===== src/sv/ccc_pkg.sv =====
// Package for the cruise calendar converter: field widths, calendar constants,
// reciprocal constants for the fixed divisions, and the controller/datapath command types.
// No dependencies.
package ccc_pkg;

   // Default span of the calendar window, in years.
   localparam int SPAN_DEFAULT = 5;

   // Payload field widths.
   localparam int SECS_W   = 28;
   localparam int YEAR_W   = 12;
   localparam int MONTH_W  = 4;
   localparam int DAY_W    = 5;
   localparam int HOUR_W   = 5;
   localparam int MIN_W    = 6;
   localparam int SEC_W    = 6;
   localparam int DOY_W    = 9;
   localparam int STATUS_W = 2;

   // Day counts from the start of the window fit in 12 bits for spans of up to 11 years.
   localparam int DAYS_W = 12;
   localparam int REM_W  = 17;

   localparam logic [YEAR_W-1:0] FIRST_YEAR_RESET = 12'd1970;

   // Calendar constants.
   localparam logic [16:0] SECS_PER_DAY  = 17'd86400;
   localparam logic [11:0] SECS_PER_HOUR = 12'd3600;
   localparam logic [5:0]  SECS_PER_MIN  = 6'd60;
   localparam logic [8:0]  DAYS_COMMON   = 9'd365;
   localparam logic [6:0]  YEARS_PER_CENT = 7'd100;

   // Reciprocals for division by constants. Each gives a quotient that is exact or one low.
   localparam logic [27:0] RECIP_DAY  = 28'd203613264;   // 2^44 / 86400
   localparam logic [10:0] RECIP_HOUR = 11'd1165;        // 2^22 / 3600
   localparam logic [12:0] RECIP_MIN  = 13'd4369;        // 2^18 / 60
   localparam logic [12:0] RECIP_CENT = 13'd5243;        // 2^19 / 100, exact here

   // Result status codes.
   localparam logic [STATUS_W-1:0] STAT_OK    = 2'd0;
   localparam logic [STATUS_W-1:0] STAT_SPAN  = 2'd1;
   localparam logic [STATUS_W-1:0] STAT_FIELD = 2'd2;

   // Datapath operations issued by the controller.
   typedef enum logic [3:0] {
      OP_NONE,
      OP_BUILD_Q,
      OP_BUILD_L,
      OP_D_MUL,
      OP_D_BACK,
      OP_D_FIX,
      OP_D_YEAR,
      OP_D_DOY,
      OP_D_MONTH,
      OP_D_MIN,
      OP_E_CHECK,
      OP_E_MUL,
      OP_E_SUM
   } ccc_op_type;

   typedef struct packed {
      ccc_op_type op;
      logic       capture;
      logic       load_out;
   } ccc_cmd_type;

   typedef struct packed {
      logic build_last;
      logic span_err;
      logic date_err;
   } ccc_stat_type;

   // Day of year (from zero) on which month index mi (0 is January) starts.
   function automatic logic [8:0] month_start(input logic [3:0] mi, input logic leap);
      logic [8:0] base;
      case (mi)
         4'd0:    base = 9'd0;
         4'd1:    base = 9'd31;
         4'd2:    base = 9'd59;
         4'd3:    base = 9'd90;
         4'd4:    base = 9'd120;
         4'd5:    base = 9'd151;
         4'd6:    base = 9'd181;
         4'd7:    base = 9'd212;
         4'd8:    base = 9'd243;
         4'd9:    base = 9'd273;
         4'd10:   base = 9'd304;
         4'd11:   base = 9'd334;
         default: base = 9'd0;
      endcase
      return base + 9'((mi >= 4'd2) && leap);
   endfunction

endpackage


===== src/sv/cruise_calendar_converter.sv =====
// Cruise calendar converter: seconds from 1 January of the first year to calendar fields and back.
// Seconds to date runs the multiply, back-multiply, remainder fix, year, day-of-year, month and
// minute steps, ending early on a span error; date to seconds runs the check, multiply and sum
// steps, ending early on an error. The next input can be taken in the cycle after the result
// leaves the work registers. Synchronous reset and every first_year write rebuild the year table
// one year at a time, during which input stays stalled.
module cruise_calendar_converter #(
   parameter int YEARS_SPAN = ccc_pkg::SPAN_DEFAULT
) (
   input  logic                          clock,
   input  logic                          reset,
   input  logic                          req_valid,
   output logic                          req_stall,
   input  logic                          req_cmd,
   input  logic [ccc_pkg::SECS_W-1:0]    req_seconds_in,
   input  logic [ccc_pkg::YEAR_W-1:0]    req_year_in,
   input  logic [ccc_pkg::MONTH_W-1:0]   req_month_in,
   input  logic [ccc_pkg::DAY_W-1:0]     req_day_in,
   input  logic [ccc_pkg::HOUR_W-1:0]    req_hour_in,
   input  logic [ccc_pkg::MIN_W-1:0]     req_minute_in,
   input  logic [ccc_pkg::SEC_W-1:0]     req_second_in,
   output logic                          rsp_valid,
   input  logic                          rsp_stall,
   output logic [ccc_pkg::STATUS_W-1:0]  rsp_status,
   output logic [ccc_pkg::SECS_W-1:0]    rsp_seconds_out,
   output logic [ccc_pkg::YEAR_W-1:0]    rsp_year_out,
   output logic [ccc_pkg::MONTH_W-1:0]   rsp_month_out,
   output logic [ccc_pkg::DAY_W-1:0]     rsp_day_out,
   output logic [ccc_pkg::HOUR_W-1:0]    rsp_hour_out,
   output logic [ccc_pkg::MIN_W-1:0]     rsp_minute_out,
   output logic [ccc_pkg::SEC_W-1:0]     rsp_second_out,
   output logic [ccc_pkg::DOY_W-1:0]     rsp_day_of_year,
   input  logic                          csr_wr_en,
   input  logic [ccc_pkg::YEAR_W-1:0]    csr_wr_data
);
   import ccc_pkg::*;

   ccc_cmd_type  cmd;
   ccc_stat_type stat;

   // Sequencer and handshakes.
   ccc_ctrl u_ctrl (
      .clock     (clock),
      .reset     (reset),
      .req_valid (req_valid),
      .req_stall (req_stall),
      .req_cmd   (req_cmd),
      .rsp_valid (rsp_valid),
      .rsp_stall (rsp_stall),
      .csr_wr_en (csr_wr_en),
      .cmd       (cmd),
      .stat      (stat)
   );

   // Table, arithmetic and output register.
   ccc_datapath #(
      .YEARS_SPAN (YEARS_SPAN)
   ) u_datapath (
      .clock           (clock),
      .reset           (reset),
      .cmd             (cmd),
      .stat            (stat),
      .csr_wr_en       (csr_wr_en),
      .csr_wr_data     (csr_wr_data),
      .req_seconds_in  (req_seconds_in),
      .req_year_in     (req_year_in),
      .req_month_in    (req_month_in),
      .req_day_in      (req_day_in),
      .req_hour_in     (req_hour_in),
      .req_minute_in   (req_minute_in),
      .req_second_in   (req_second_in),
      .rsp_status      (rsp_status),
      .rsp_seconds_out (rsp_seconds_out),
      .rsp_year_out    (rsp_year_out),
      .rsp_month_out   (rsp_month_out),
      .rsp_day_out     (rsp_day_out),
      .rsp_hour_out    (rsp_hour_out),
      .rsp_minute_out  (rsp_minute_out),
      .rsp_second_out  (rsp_second_out),
      .rsp_day_of_year (rsp_day_of_year)
   );

endmodule


===== src/sv/ccc_datapath.sv =====
// Datapath of the cruise calendar converter: year start table, leap flags, the
// conversion registers and the output register. Depends on ccc_pkg.
module ccc_datapath #(
   parameter int YEARS_SPAN = ccc_pkg::SPAN_DEFAULT
) (
   input  logic                          clock,
   input  logic                          reset,
   input  ccc_pkg::ccc_cmd_type          cmd,
   output ccc_pkg::ccc_stat_type         stat,
   input  logic                          csr_wr_en,
   input  logic [ccc_pkg::YEAR_W-1:0]    csr_wr_data,
   input  logic [ccc_pkg::SECS_W-1:0]    req_seconds_in,
   input  logic [ccc_pkg::YEAR_W-1:0]    req_year_in,
   input  logic [ccc_pkg::MONTH_W-1:0]   req_month_in,
   input  logic [ccc_pkg::DAY_W-1:0]     req_day_in,
   input  logic [ccc_pkg::HOUR_W-1:0]    req_hour_in,
   input  logic [ccc_pkg::MIN_W-1:0]     req_minute_in,
   input  logic [ccc_pkg::SEC_W-1:0]     req_second_in,
   output logic [ccc_pkg::STATUS_W-1:0]  rsp_status,
   output logic [ccc_pkg::SECS_W-1:0]    rsp_seconds_out,
   output logic [ccc_pkg::YEAR_W-1:0]    rsp_year_out,
   output logic [ccc_pkg::MONTH_W-1:0]   rsp_month_out,
   output logic [ccc_pkg::DAY_W-1:0]     rsp_day_out,
   output logic [ccc_pkg::HOUR_W-1:0]    rsp_hour_out,
   output logic [ccc_pkg::MIN_W-1:0]     rsp_minute_out,
   output logic [ccc_pkg::SEC_W-1:0]     rsp_second_out,
   output logic [ccc_pkg::DOY_W-1:0]     rsp_day_of_year
);
   import ccc_pkg::*;

   localparam int YO_W = (YEARS_SPAN > 1) ? $clog2(YEARS_SPAN) : 1;
   localparam int YI_W = $clog2(YEARS_SPAN + 1);

   // Configuration and table state.
   logic [YEAR_W-1:0]     first_year_ff;
   logic [YO_W-1:0]       build_idx_ff;
   logic [5:0]            cent_q_ff;
   logic [DAYS_W-1:0]     acc_ff;
   logic [YEARS_SPAN-1:0] leap_ff;
   logic [DAYS_W-1:0]     ys_ff [0:YEARS_SPAN];

   // Captured item.
   logic [SECS_W-1:0]  secs_ff;
   logic [YEAR_W-1:0]  year_ff;
   logic [MONTH_W-1:0] month_ff;
   logic [DAY_W-1:0]   day_ff;
   logic [HOUR_W-1:0]  hour_ff;
   logic [MIN_W-1:0]   minute_ff;
   logic [SEC_W-1:0]   second_ff;

   // Working registers.
   logic [55:0]        prod_ff;
   logic [DAYS_W-1:0]  q0_ff;
   logic [28:0]        back_ff;
   logic [DAYS_W-1:0]  days_ff;
   logic [REM_W-1:0]   rem_ff;
   logic [YO_W-1:0]    yo_ff;
   logic [27:0]        hmul_ff;
   logic [8:0]         doyz_ff;
   logic [4:0]         h0_ff;
   logic [12:0]        rh_ff;
   logic [11:0]        rm_ff;
   logic [24:0]        mmul_ff;
   logic [DAYS_W-1:0]  ndays_ff;
   logic [16:0]        hms_ff;
   logic [28:0]        dsec_ff;

   // Finished result and output register.
   logic [STATUS_W-1:0] res_status_ff, out_status_ff;
   logic [SECS_W-1:0]   res_seconds_ff, out_seconds_ff;
   logic [YEAR_W-1:0]   res_year_ff, out_year_ff;
   logic [MONTH_W-1:0]  res_month_ff, out_month_ff;
   logic [DAY_W-1:0]    res_day_ff, out_day_ff;
   logic [HOUR_W-1:0]   res_hour_ff, out_hour_ff;
   logic [MIN_W-1:0]    res_minute_ff, out_minute_ff;
   logic [SEC_W-1:0]    res_second_ff, out_second_ff;
   logic [DOY_W-1:0]    res_doy_ff, out_doy_ff;

   // Table build: year under test, its century quotient and its leap flag.
   logic [12:0]       build_year;
   logic [25:0]       cent_prod;
   logic              century;
   logic              build_leap;
   logic [DAYS_W-1:0] build_base;
   logic [DAYS_W-1:0] build_next;
   logic [YI_W-1:0]   ys_wr_idx;

   always_comb begin
      build_year = 13'(first_year_ff) + 13'(build_idx_ff);
      cent_prod  = 26'(build_year) * 26'(RECIP_CENT);
      century    = (13'(cent_q_ff) * 13'(YEARS_PER_CENT)) == build_year;
      build_leap = (build_year[1:0] == 2'd0) && (!century || (cent_q_ff[1:0] == 2'd0));
      build_base = (build_idx_ff == '0) ? '0 : acc_ff;
      build_next = build_base + DAYS_W'(DAYS_COMMON) + DAYS_W'(build_leap);
      ys_wr_idx  = YI_W'(build_idx_ff) + YI_W'(1);
   end

   // Date checks and the shared table read port.
   logic [YEAR_W-1:0] yoff;
   logic              year_err;
   logic              field_err;
   logic [YO_W-1:0]   sel_idx;
   logic [DAYS_W-1:0] ys_sel;
   logic              leap_sel;

   always_comb begin
      yoff      = year_ff - first_year_ff;
      year_err  = (year_ff < first_year_ff) || (yoff >= YEAR_W'(YEARS_SPAN));
      field_err = (month_ff == '0) || (month_ff > 4'd12) || (day_ff == '0) ||
                  (hour_ff > 5'd24) || (minute_ff > 6'd60) || (second_ff > 6'd60);
      sel_idx   = (cmd.op == OP_E_CHECK) ? yoff[YO_W-1:0] : yo_ff;
      ys_sel    = ys_ff[YI_W'(sel_idx)];
      leap_sel  = leap_ff[sel_idx];
   end

   // Seconds to date: remainder fix, year search, month search, hour fix, minute split.
   logic [28:0]       day_diff;
   logic [YO_W-1:0]   yo_find;
   logic [3:0]        mi_find;
   logic [8:0]        dom0;
   logic [11:0]       rm_fix;
   logic [4:0]        hour_fix;
   logic [5:0]        m0;
   logic [6:0]        sd;

   always_comb begin
      day_diff = {1'b0, secs_ff} - back_ff;
      yo_find = '0;
      for (int j = 1; j < YEARS_SPAN; j++) begin
         if (ys_ff[j] <= days_ff) begin
            yo_find = YO_W'(j);
         end
      end
      mi_find = '0;
      for (int k = 1; k < 12; k++) begin
         if (month_start(4'(k), leap_sel) <= doyz_ff) begin
            mi_find = 4'(k);
         end
      end
      dom0 = doyz_ff - month_start(mi_find, leap_sel);
      if (rh_ff >= 13'(SECS_PER_HOUR)) begin
         rm_fix   = 12'(rh_ff - 13'(SECS_PER_HOUR));
         hour_fix = h0_ff + 5'd1;
      end else begin
         rm_fix   = 12'(rh_ff);
         hour_fix = h0_ff;
      end
      m0 = mmul_ff[23:18];
      sd = 7'(rm_ff - 12'(m0) * 12'(SECS_PER_MIN));
   end

   assign stat.build_last = (build_idx_ff == YO_W'(YEARS_SPAN - 1));
   assign stat.span_err   = (days_ff >= ys_ff[YEARS_SPAN]);
   assign stat.date_err   = year_err || field_err;

   // Configuration register and table build counter.
   always_ff @(posedge clock) begin
      if (reset) begin
         first_year_ff <= FIRST_YEAR_RESET;
         build_idx_ff  <= '0;
      end else if (csr_wr_en) begin
         first_year_ff <= csr_wr_data;
         build_idx_ff  <= '0;
      end else if (cmd.op == OP_BUILD_L) begin
         build_idx_ff  <= stat.build_last ? '0 : build_idx_ff + YO_W'(1);
      end
   end

   // Table contents, item capture and the conversion steps.
   always_ff @(posedge clock) begin
      if (cmd.capture) begin
         secs_ff        <= req_seconds_in;
         year_ff        <= req_year_in;
         month_ff       <= req_month_in;
         day_ff         <= req_day_in;
         hour_ff        <= req_hour_in;
         minute_ff      <= req_minute_in;
         second_ff      <= req_second_in;
         res_status_ff  <= STAT_OK;
         res_seconds_ff <= '0;
         res_year_ff    <= '0;
         res_month_ff   <= '0;
         res_day_ff     <= '0;
         res_hour_ff    <= '0;
         res_minute_ff  <= '0;
         res_second_ff  <= '0;
         res_doy_ff     <= '0;
      end
      case (cmd.op)
         OP_BUILD_Q: begin
            cent_q_ff <= cent_prod[24:19];
         end
         OP_BUILD_L: begin
            if (build_idx_ff == '0) begin
               ys_ff[0] <= '0;
            end
            ys_ff[ys_wr_idx]      <= build_next;
            leap_ff[build_idx_ff] <= build_leap;
            acc_ff                <= build_next;
         end
         OP_D_MUL: begin
            prod_ff <= 56'(secs_ff) * 56'(RECIP_DAY);
         end
         OP_D_BACK: begin
            q0_ff   <= prod_ff[55:44];
            back_ff <= 29'(prod_ff[55:44]) * 29'(SECS_PER_DAY);
         end
         OP_D_FIX: begin
            if (day_diff >= 29'(SECS_PER_DAY)) begin
               days_ff <= q0_ff + DAYS_W'(1);
               rem_ff  <= REM_W'(day_diff - 29'(SECS_PER_DAY));
            end else begin
               days_ff <= q0_ff;
               rem_ff  <= REM_W'(day_diff);
            end
         end
         OP_D_YEAR: begin
            yo_ff   <= yo_find;
            hmul_ff <= 28'(rem_ff) * 28'(RECIP_HOUR);
            if (stat.span_err) begin
               res_status_ff <= STAT_SPAN;
            end
         end
         OP_D_DOY: begin
            doyz_ff <= 9'(days_ff - ys_sel);
            h0_ff   <= hmul_ff[26:22];
            rh_ff   <= 13'(rem_ff - 17'(hmul_ff[26:22]) * 17'(SECS_PER_HOUR));
         end
         OP_D_MONTH: begin
            rm_ff        <= rm_fix;
            mmul_ff      <= 25'(rm_fix) * 25'(RECIP_MIN);
            res_hour_ff  <= hour_fix;
            res_year_ff  <= first_year_ff + YEAR_W'(yo_ff);
            res_month_ff <= mi_find + 4'd1;
            res_day_ff   <= DAY_W'(dom0 + 9'd1);
            res_doy_ff   <= doyz_ff + 9'd1;
         end
         OP_D_MIN: begin
            if (sd >= 7'(SECS_PER_MIN)) begin
               res_minute_ff <= m0 + 6'd1;
               res_second_ff <= 6'(sd - 7'(SECS_PER_MIN));
            end else begin
               res_minute_ff <= m0;
               res_second_ff <= 6'(sd);
            end
         end
         OP_E_CHECK: begin
            ndays_ff <= ys_sel + DAYS_W'(month_start(month_ff - 4'd1, leap_sel)) +
                        DAYS_W'(day_ff) - DAYS_W'(1);
            hms_ff   <= 17'(hour_ff) * 17'(SECS_PER_HOUR) +
                        17'(minute_ff) * 17'(SECS_PER_MIN) + 17'(second_ff);
            if (year_err) begin
               res_status_ff <= STAT_SPAN;
            end else if (field_err) begin
               res_status_ff <= STAT_FIELD;
            end
         end
         OP_E_MUL: begin
            dsec_ff <= 29'(ndays_ff) * 29'(SECS_PER_DAY);
         end
         OP_E_SUM: begin
            res_seconds_ff <= SECS_W'(dsec_ff + 29'(hms_ff));
         end
         default: begin
         end
      endcase
   end

   // Output register, loaded when the controller hands a finished beat over.
   always_ff @(posedge clock) begin
      if (cmd.load_out) begin
         out_status_ff  <= res_status_ff;
         out_seconds_ff <= res_seconds_ff;
         out_year_ff    <= res_year_ff;
         out_month_ff   <= res_month_ff;
         out_day_ff     <= res_day_ff;
         out_hour_ff    <= res_hour_ff;
         out_minute_ff  <= res_minute_ff;
         out_second_ff  <= res_second_ff;
         out_doy_ff     <= res_doy_ff;
      end
   end

   assign rsp_status      = out_status_ff;
   assign rsp_seconds_out = out_seconds_ff;
   assign rsp_year_out    = out_year_ff;
   assign rsp_month_out   = out_month_ff;
   assign rsp_day_out     = out_day_ff;
   assign rsp_hour_out    = out_hour_ff;
   assign rsp_minute_out  = out_minute_ff;
   assign rsp_second_out  = out_second_ff;
   assign rsp_day_of_year = out_doy_ff;

endmodule


===== src/sv/ccc_ctrl.sv =====
// Controller of the cruise calendar converter: sequences table builds and the
// conversion steps, and owns both handshakes. Depends on ccc_pkg.
module ccc_ctrl (
   input  logic                   clock,
   input  logic                   reset,
   input  logic                   req_valid,
   output logic                   req_stall,
   input  logic                   req_cmd,
   output logic                   rsp_valid,
   input  logic                   rsp_stall,
   input  logic                   csr_wr_en,
   output ccc_pkg::ccc_cmd_type   cmd,
   input  ccc_pkg::ccc_stat_type  stat
);
   import ccc_pkg::*;

   typedef enum logic [3:0] {
      ST_BUILD_Q,
      ST_BUILD_L,
      ST_IDLE,
      ST_D_MUL,
      ST_D_BACK,
      ST_D_FIX,
      ST_D_YEAR,
      ST_D_DOY,
      ST_D_MONTH,
      ST_D_MIN,
      ST_E_CHECK,
      ST_E_MUL,
      ST_E_SUM,
      ST_DONE
   } state_type;

   state_type state_ff, state_in;
   logic      rsp_valid_ff, rsp_valid_in;
   logic      accept;
   logic      out_free;

   // Input is taken only when idle and no register write is under way.
   assign req_stall = (state_ff != ST_IDLE) || csr_wr_en;
   assign accept    = req_valid && !req_stall;
   assign out_free  = !rsp_valid_ff || !rsp_stall;
   assign rsp_valid = rsp_valid_ff;

   // Next state.
   always_comb begin
      state_in = state_ff;
      case (state_ff)
         ST_BUILD_Q: state_in = ST_BUILD_L;
         ST_BUILD_L: state_in = stat.build_last ? ST_IDLE : ST_BUILD_Q;
         ST_IDLE: begin
            if (accept) begin
               state_in = req_cmd ? ST_E_CHECK : ST_D_MUL;
            end
         end
         ST_D_MUL:   state_in = ST_D_BACK;
         ST_D_BACK:  state_in = ST_D_FIX;
         ST_D_FIX:   state_in = ST_D_YEAR;
         ST_D_YEAR:  state_in = stat.span_err ? ST_DONE : ST_D_DOY;
         ST_D_DOY:   state_in = ST_D_MONTH;
         ST_D_MONTH: state_in = ST_D_MIN;
         ST_D_MIN:   state_in = ST_DONE;
         ST_E_CHECK: state_in = stat.date_err ? ST_DONE : ST_E_MUL;
         ST_E_MUL:   state_in = ST_E_SUM;
         ST_E_SUM:   state_in = ST_DONE;
         ST_DONE: begin
            if (out_free) begin
               state_in = ST_IDLE;
            end
         end
         default:    state_in = ST_IDLE;
      endcase
      // A register write restarts the table build.
      if (csr_wr_en) begin
         state_in = ST_BUILD_Q;
      end
   end

   // Datapath command decode.
   always_comb begin
      cmd.capture  = accept;
      cmd.load_out = (state_ff == ST_DONE) && out_free;
      case (state_ff)
         ST_BUILD_Q: cmd.op = OP_BUILD_Q;
         ST_BUILD_L: cmd.op = OP_BUILD_L;
         ST_D_MUL:   cmd.op = OP_D_MUL;
         ST_D_BACK:  cmd.op = OP_D_BACK;
         ST_D_FIX:   cmd.op = OP_D_FIX;
         ST_D_YEAR:  cmd.op = OP_D_YEAR;
         ST_D_DOY:   cmd.op = OP_D_DOY;
         ST_D_MONTH: cmd.op = OP_D_MONTH;
         ST_D_MIN:   cmd.op = OP_D_MIN;
         ST_E_CHECK: cmd.op = OP_E_CHECK;
         ST_E_MUL:   cmd.op = OP_E_MUL;
         ST_E_SUM:   cmd.op = OP_E_SUM;
         default:    cmd.op = OP_NONE;
      endcase
   end

   // The output beat stays valid until taken; a new result replaces it.
   always_comb begin
      rsp_valid_in = rsp_valid_ff;
      if (cmd.load_out) begin
         rsp_valid_in = 1'b1;
      end else if (!rsp_stall) begin
         rsp_valid_in = 1'b0;
      end
   end

   // State and registered outputs.
   always_ff @(posedge clock) begin
      if (reset) begin
         state_ff     <= ST_BUILD_Q;
         rsp_valid_ff <= 1'b0;
      end else begin
         state_ff     <= state_in;
         rsp_valid_ff <= rsp_valid_in;
      end
   end

   // Only one item is in work at a time.
   a_one_item: assert property (@(posedge clock) disable iff (reset)
      (req_valid && !req_stall) |=> req_stall)
      else $error("input accepted while an item was in work");

   // A finished result moves to the output register once it is free.
   a_done_loads: assert property (@(posedge clock) disable iff (reset)
      (state_ff == ST_DONE && out_free && !csr_wr_en) |=>
      (rsp_valid_ff && state_ff == ST_IDLE))
      else $error("finished result not delivered to the output register");

   // The output beat is dropped only when it was taken.
   a_drop_taken: assert property (@(posedge clock) disable iff (reset)
      $fell(rsp_valid_ff) |-> $past(!rsp_stall))
      else $error("output beat lost while stalled");

endmodule

===== config.mk =====
export PLATFORM = sky130hd
export DESIGN_NAME = cruise_calendar_converter
export DESIGN_NICKNAME = d
export VERILOG_FILES = /design/src/sv/ccc_pkg.sv /design/src/sv/cruise_calendar_converter.sv /design/src/sv/ccc_datapath.sv /design/src/sv/ccc_ctrl.sv
export SDC_FILE = /design/constraint.sdc
export NUM_CORES = 2
export LEC_CHECK = 0
export BUFFER_PORTS_ARGS = -buffer_cell sky130_fd_sc_hd__buf_2
export CAP_MARGIN = 20
export CORE_MARGIN = 4
export CORE_UTILIZATION = 60
export CTS_CLUSTER_SIZE = 40
export DETAILED_ROUTE_END_ITERATION = 6
export PLACE_DENSITY = 0.86
export SETUP_SLACK_MARGIN = 0.3
export SYNTH_ARGS = -nofsm -noshare
export SYNTH_HDL_FRONTEND = slang
export SYNTH_HIERARCHICAL = 1
export SYNTH_SLANG_ARGS = --single-unit

===== constraint.sdc =====
create_clock -name clock -period 14.8 [get_ports clock]
set_input_delay 1.48 -clock clock [delete_from_list [all_inputs] [get_ports clock]]
set_output_delay 1.48 -clock clock [all_outputs]
set_load 0.03 [all_outputs]

* Word-level counts from Yosys, hierarchy flattened
Memory sizes are Yosys's and may differ from the RTL's. A register that Yosys moved wholly into a read port is not among the register bits. Cells that the tools add are included.
Storage, ports and cells: register bits 516, bits in writable memories 72, bits in read-only memories 352, output and inout port bits 79, logic and storage cells 258, memories kept 4
Memories:
- (no name shown) | words 16, bits a word 9, rd ports 1, clocked after memory_dff 0, wr ports 0, RTL line ccc_pkg.sv:76 | case (mi)
- (no name shown) | words 16, bits a word 9, rd ports 1, clocked after memory_dff 0, wr ports 0, RTL line ccc_pkg.sv:76
- u_datapath.ys_ff | words 6, bits a word 12, rd ports 6, clocked after memory_dff 0, wr ports 2, RTL line ccc_datapath.sv:40 | logic [DAYS_W-1:0] ys_ff [0:YEARS_SPAN];
- (no name shown) | words 16, bits a word 4, rd ports 1, clocked after memory_dff 1, wr ports 0, RTL line ccc_ctrl.sv:83 | case (state_ff)
Operators by class: add/subtract/negate cells 39, multiply operators 11, magnitude comparators 30, eq/ne operators 31, mux-type cells 64, reduce and logical (&&, ||, !) cells 32
Operators with widths (count):
- <= comparator 9 bit | 7
- 2-to-1 mux 12 bit | 5
- 2-to-1 mux 28 bit | 2
- multiplier 28 x 24 -> 52 bit (second input constant) | 1
- one-hot mux 4 bit (13 select lines) | 1
- <= comparator 12 bit | 4
- 2-to-1 mux 4 bit | 12
- equality test 4 bit (second input constant) | 11
- adder 8 x 1 -> 9 bit (first input constant) | 4
- equality test 4 x 3 -> 1 bit (second input constant) | 8
- 2-to-1 mux 6 bit | 5
- greater-or-equal comparator 29 x 17 -> 1 bit (second input constant) | 1
- subtractor 28 x 29 -> 29 bit | 1
- adder 28 x 17 -> 28 bit | 1
- adder 9 x 1 -> 9 bit (first input constant) | 3
- multiplier 17 x 11 -> 27 bit (second input constant) | 1
- 2-to-1 mux 9 bit | 3
- multiplier 13 x 13 -> 25 bit (second input constant) | 1
- multiplier 12 x 13 -> 24 bit (second input constant) | 1
- multiplier 12 x 10 -> 22 bit (second input constant) | 1
- multiplier 12 x 10 -> 21 bit (second input constant) | 1
- 2-to-1 mux 3 bit | 7
- 2-to-1 mux 5 bit | 4
- <= comparator 8 x 9 -> 1 bit | 2
- other kinds (69) | 120

* Depth between registers and ports, before layout
depth in word-level cells 22, depth in mapped cells 33, gate-level depth less buffers 31

* Hierarchy
Netlist, hierarchy kept.
Modules (own cells, without submodules):
- ccc_datapath | times used 1, cells an instance 4158, area an instance 47808.4 um2, seq. area each 15625.0 um2
- ccc_ctrl | times used 1, cells an instance 72, area an instance 634.4 um2, seq. area each 180.2 um2

* Worst setup path after synthesis
Ideal clock, no wire load.
path kind flip-flop to flip-flop, start register u_ctrl/cmd[4] (netlist name), end register u_datapath.res_day_ff[4], data pin, setup time 0.266 ns, arrival time 6.694 ns, setup slack 7.840 ns, stages on the path, launching flop included 33, clock period less this slack 6.960 ns, path through dfxtp_1 -> clkbuf_1 -> nand2b_1 -> nor2_2 -> nand2_1 -> o21ai_2 -> buf_2 -> buf_2 -> nand3_1 -> nor2_1 -> a21oi_1 -> inv_1 -> ha_1 -> nor2b_1 -> o21ai_0 -> a21oi_1 -> o21bai_1 -> a2111oi_0 -> o21ai_0 -> a21boi_0 -> a21oi_1 -> inv_1 -> ha_1 -> ha_1 -> o221a_2 -> ha_1 -> inv_1 -> ha_1 -> ha_1 -> a21oi_1 -> xnor2_1 -> xnor2_1 -> nor2_1
Between the ends: cells in the longest elaborated chain, start to end 22
RTL lines:
- equality test 4 bit | RTL line ccc_datapath.sv:111 | sel_idx = (cmd.op == OP_E_CHECK) ? yoff[YO_W-1:0] : yo_ff;
- 2-to-1 mux 3 bit | RTL line ccc_datapath.sv:111
- binary-select mux 1 bit (select 3 bit) | RTL line ccc_datapath.sv:113 | leap_sel = leap_ff[sel_idx];
- 2-to-1 mux 1 bit (implied by the code) | RTL line ccc_datapath.sv:113
- adder 6 x 1 -> 7 bit | RTL line ccc_pkg.sv:91 | return base + 9'((mi >= 4'd2) && leap);
- <= comparator 7 x 9 -> 1 bit | RTL line ccc_datapath.sv:136 | if (month_start(4'(k), leap_sel) <= doyz_ff) begin
- 2-to-1 mux 2 bit (2 in series) | RTL line ccc_datapath.sv:136
- 2-to-1 mux 3 bit (4 in series) | RTL line ccc_datapath.sv:136
- 2-to-1 mux 4 bit (4 in series) | RTL line ccc_datapath.sv:136
- greater-or-equal comparator 4 x 2 -> 1 bit | RTL line ccc_pkg.sv:91
- logical AND 1 bit | RTL line ccc_pkg.sv:91
- adder 5 x 1 -> 5 bit | RTL line ccc_pkg.sv:91
- subtractor 5 bit | RTL line ccc_datapath.sv:140 | dom0 = doyz_ff - month_start(mi_find, leap_sel);
- adder 5 x 1 -> 5 bit | RTL line ccc_datapath.sv:235 | res_day_ff <= DAY_W'(dom0 + 9'd1);
- 2-to-1 mux 5 bit (*) | RTL line ccc_datapath.sv:189 | case (cmd.op)
- to (signal assigned) | RTL line ccc_datapath.sv:235
- to (decl) | RTL line ccc_datapath.sv:73 | logic [DAY_W-1:0] res_day_ff, out_day_ff;
Every way passes the cells marked *; elsewhere a longest branch is shown, timed or not. The select of a mux whose other input is x is not followed. A chain may end at the register's enable or synchronous reset.

* Worst setup path in the final report
start register u_ctrl/cmd[5] (netlist name), end register u_datapath.res_day_ff[4], data pin
Between the ends: cells in the longest elaborated chain, start to end 22
RTL lines (RTL line):
- equality test 4 bit | ccc_datapath.sv:111
- 2-to-1 mux 3 bit | ccc_datapath.sv:111
- binary-select mux 1 bit (select 3 bit) | ccc_datapath.sv:113
- 2-to-1 mux 1 bit (implied by the code) | ccc_datapath.sv:113
- adder 6 x 1 -> 7 bit | ccc_pkg.sv:91
- <= comparator 7 x 9 -> 1 bit | ccc_datapath.sv:136
- 2-to-1 mux 2 bit (2 in series) | ccc_datapath.sv:136
- 2-to-1 mux 3 bit (4 in series) | ccc_datapath.sv:136
- 2-to-1 mux 4 bit (4 in series) | ccc_datapath.sv:136
- greater-or-equal comparator 4 x 2 -> 1 bit | ccc_pkg.sv:91
- logical AND 1 bit | ccc_pkg.sv:91
- adder 5 x 1 -> 5 bit | ccc_pkg.sv:91
- subtractor 5 bit | ccc_datapath.sv:140
- adder 5 x 1 -> 5 bit | ccc_datapath.sv:235
- 2-to-1 mux 5 bit (*) | ccc_datapath.sv:189
Marks and branches as above.

==> reports/qor.csv <==
stage;metric;value;unit
yosys;syn_nets;5653;
cts;clock-sinks;535;
cts;ctsResizeCount;0;
global_routing;grt_pass1_wl;176000;um
cts;cts-root-buf;clkbuf_16;
global_routing;antenna_found_initial;0;
power;power.internal;3.00;mW
worst_hold_path;min-delay-start;u_datapath/res_month_ff[3]$_SDFFCE_PN0P_;
power;p_leak;25.4;nW
global_routing;overflow;0;
routing;drt_iter0_markers;2269;
finish;stdcell_count;5534;
flow_run;cap_violations;0;
critical_path;cp.buffers_inverters;5;
finish;fin_area;52800;um2
worst_hold_path;hp-class;register to register;
timing;skew;64.1;ps
floorplanning;io_pins;163;
yosys;ys_seq_elements;535;
power;switchingPower;1.12;mW
timing;rsz0062_at_grt;no;
routing;final_antenna_net_count;0;
power;seqPwrFrac;40.8;%
worst_hold_path;min_path_cells;0;
critical_path;r2r_cells;30;
yosys;yosys_warnings;6;
global_routing;grt_pass1_vias;34500;
critical_path;critPathSlowestCell;mux4_2;
floorplanning;rows;103;
floorplanning;coreArea;79500;um2
cts;cts-htree-levels;2;
cts;hold_buffers;0;
power;clkPwrFrac;38.0;%
routing;vias;32300;
timing;worst-slew-pin-transition;1040;ps
run_status;status;finished with violations;
timing;hold_viol;0;
global_routing;grt_use_total;25.4;%
power;swShare;27.2;%
placed_design;place_inst;5417;
finish;final_cell_mix;994 x ha_1, 788 x inv_1, 509 x edfxtp_1, 345 x fa_1, 193 x nor2_1;
placed_design;routabilityCongestion;0.906;
critical_path;reg2reg_slack;6890;ps
routing;vias_per_cell;5.84;
finish;layout.nets;5859;
critical_path;crit_family;compound AO/OA/AOI/OAI gates;
timing;slew_viol_final;0;
floorplanning;start_util;60.9;%
yosys;synth_cell_types;99;
cts;ctsLongestPathBuffers;3;
critical_path;max_stage_delay;570;ps
routing;drt_wl_total;107000;um
finish;num_antenna_cells;0;
cts;clk_pin_slew_worst_paths;60;ps
yosys;syn_area_per_cell;11.5;um2
critical_path;criticalPathCategory;register to register;
critical_path;crit_required;15200;ps
yosys;synth_flop_cell;edfxtp_1;
power;irDropWorstVdd;112;uV
cts;cts_tree;done;
critical_path;start_kind;register;
finish;final_common_cell;ha_1;
placed_design;dpl_cell_area;50600;um2
critical_path;arrival;8310;ps
run_status;violations;design-rule violations;
global_routing;use_met1;32.5;%
timing;max_freq;0.126;GHz
power;combPwrFrac;21.2;%
routing;wl_per_cell;19.4;um
floorplanning;die_area;85300;um2
critical_path;r2r_end;u_datapath/res_day_ff[4]$_SDFFCE_PN0P_;
cts;clk_latency;650;ps
timing;slew_headroom;30.3;%
critical_path;end_kind;register;
timing;finalSetupViolCount;0;
placed_design;io_buffers;162;
routing;drc;1;
finish;synthToLayoutAreaGrowth;9.02;%
routing;first_pass_iters;7;
yosys;synthCells;4230;
yosys;synth_edf_count;509;
yosys;seq_area_frac_synth;32.6;%
global_routing;met2_usage;45.4;%
yosys;synth_async_sr_flop_share;0;%
cts;cts_setup_buffers;0;
power;powerDensity;78.1;nW/um2
critical_path;crit_fanout;35;
yosys;synth_area;48400;um2
global_routing;grtUsageMet3;3.15;%
global_routing;grt.busiest_layer;met2;
timing;period_minus_slack;7910;ps
critical_path;timing.rr.start;u_ctrl/cmd[5]$_SDFF_PN0_;
timing;timing.setup.tns;0;ps
timing;period_share;53.5;%
finish;drive_gt1_share;8.27;%
floorplanning;die_x;292;um
cts;cts_buffers;58;
placed_design;dpl.hpwl;82100;um
global_routing;grt_max_degree;78;
floorplanning;die_h;292;um
worst_hold_path;hold_end;u_datapath/rsp_month_out[3]$_DFFE_PP_;
power;fin_total_pwr;4.13;mW
==> routing by layer <==
layer | share of wire, % | vias to the layer above
met5 | 0 | -
met4 | 3.1 | 0
met3 | 6.3 | 243
met2 | 50 | 1183
met1 | 40 | 15800
li1 | - | 15100
==> sequential cells by signal, summed over array words and instances, names as in the netlist, 13 cells and up <==
signal and count:
u_datapath/secs_ff 28, u_datapath/rsp_seconds_out 28, u_datapath/hms_ff 17, u_datapath/rh_ff 13, u_datapath/rem_ff 17, u_datapath/ys_ff 96
u_datapath/back_ff 21, u_datapath/res_seconds_ff 28, u_datapath/dsec_ff 21
==> worst max-delay path by stage <==
| stage | startpoint | endpoint | slack, ps | cells after the start |
|---|---|---|---|---|
| floorplan | u_ctrl/cmd[4]$_DFF_P_ | u_datapath/res_day_ff[4]$_SDFFCE_PN0P_ | 7840 | 32 |
| global placement | u_ctrl/cmd[2]$_DFF_P_ | u_datapath/res_day_ff[4]$_SDFFCE_PN0P_ | 7360 | 30 |
| detailed placement | u_ctrl/cmd[2]$_DFF_P_ | u_datapath/res_day_ff[4]$_SDFFCE_PN0P_ | 7130 | 30 |
| CTS | u_ctrl/cmd[5]$_SDFF_PN0_ | u_datapath/res_day_ff[4]$_SDFFCE_PN0P_ | 7050 | 30 |
| global route | u_ctrl/cmd[5]$_SDFF_PN0_ | u_datapath/res_day_ff[4]$_SDFFCE_PN0P_ | 6350 | 30 |
| finish | u_ctrl/cmd[5]$_SDFF_PN0_ | u_datapath/res_day_ff[4]$_SDFFCE_PN0P_ | 6890 | 30 |
==> synth_stat cells, types with 18 or more instances <==
master | count | area, um2
a21o_1 | 88 | 661
a21oi_1 | 151 | 756
a31oi_1 | 22 | 138
and2_1 | 18 | 113
and3_1 | 26 | 163
clkbuf_1 | 34 | 128
dfxtp_1 | 26 | 521
edfxtp_1 | 509 | 15300
fa_1 | 345 | 6910
ha_1 | 994 | 12400
inv_1 | 788 | 2960
mux2i_1 | 25 | 250
mux4_2 | 25 | 563
nand2_1 | 126 | 473
nand2b_1 | 35 | 219
nand3_1 | 42 | 210
nand4_1 | 41 | 257
nor2_1 | 197 | 739
nor2b_1 | 27 | 169
nor3_1 | 60 | 300
o211ai_1 | 19 | 143
o21a_1 | 25 | 188
o21ai_0 | 95 | 475
o21bai_1 | 30 | 225
or3_1 | 20 | 125
xnor2_1 | 184 | 1610
xor2_1 | 73 | 639
==> stage by stage <==
stage,util (%),hold WS [ps],setup WS [ps]
2_1_floorplan,-,400,7840
3_3_place_gp,63.6,401,7360
3_5_place_dp,63.6,405,7130
4_1_cts,66.3,416,7050
5_1_grt,66.4,425,6350
6_report,66.4,416,6890
==> area by class of cell <==
class | instances | area [um2]
clock buffers | 68 | 1520
clock inverters | 40 | 591
fillers | 5437 | 26700
inverters | 790 | 2970
multi-input cells | 2859 | 29500
flip-flops and latches | 535 | 15800
well taps | 1050 | 1310
repair buffers | 192 | 1080
==> power groups by stage <==
stage | Clock (mW) | Combinational, mW | Sequential, mW
floorplan | 0 | 0.654 | 1.71
global placement | 0 | 0.800 | 1.71
CTS | 1.59 | 0.876 | 1.68
global route | 1.67 | 0.991 | 1.68
finish | 1.57 | 0.875 | 1.68
detailed placement | 0 | 0.850 | 1.71
==> cells by family (layout without fill, tap and decap cells) <==
| family | after synthesis | in the layout | share of synthesized area (%) |
|---|---|---|---|
| simple gates | 643 | 643 | 6.53 |
| buf+inv | 836 | 1090 | 6.55 |
| flops | 535 | 535 | 32.6 |
| compound gates | 565 | 565 | 7.92 |
| fa+ha+maj | 1340 | 1340 | 40.0 |
| xor+xnor | 257 | 257 | 4.65 |
| mux | 54 | 54 | 1.77 |
No activity file was read; power rests on OpenSTA's default activity.
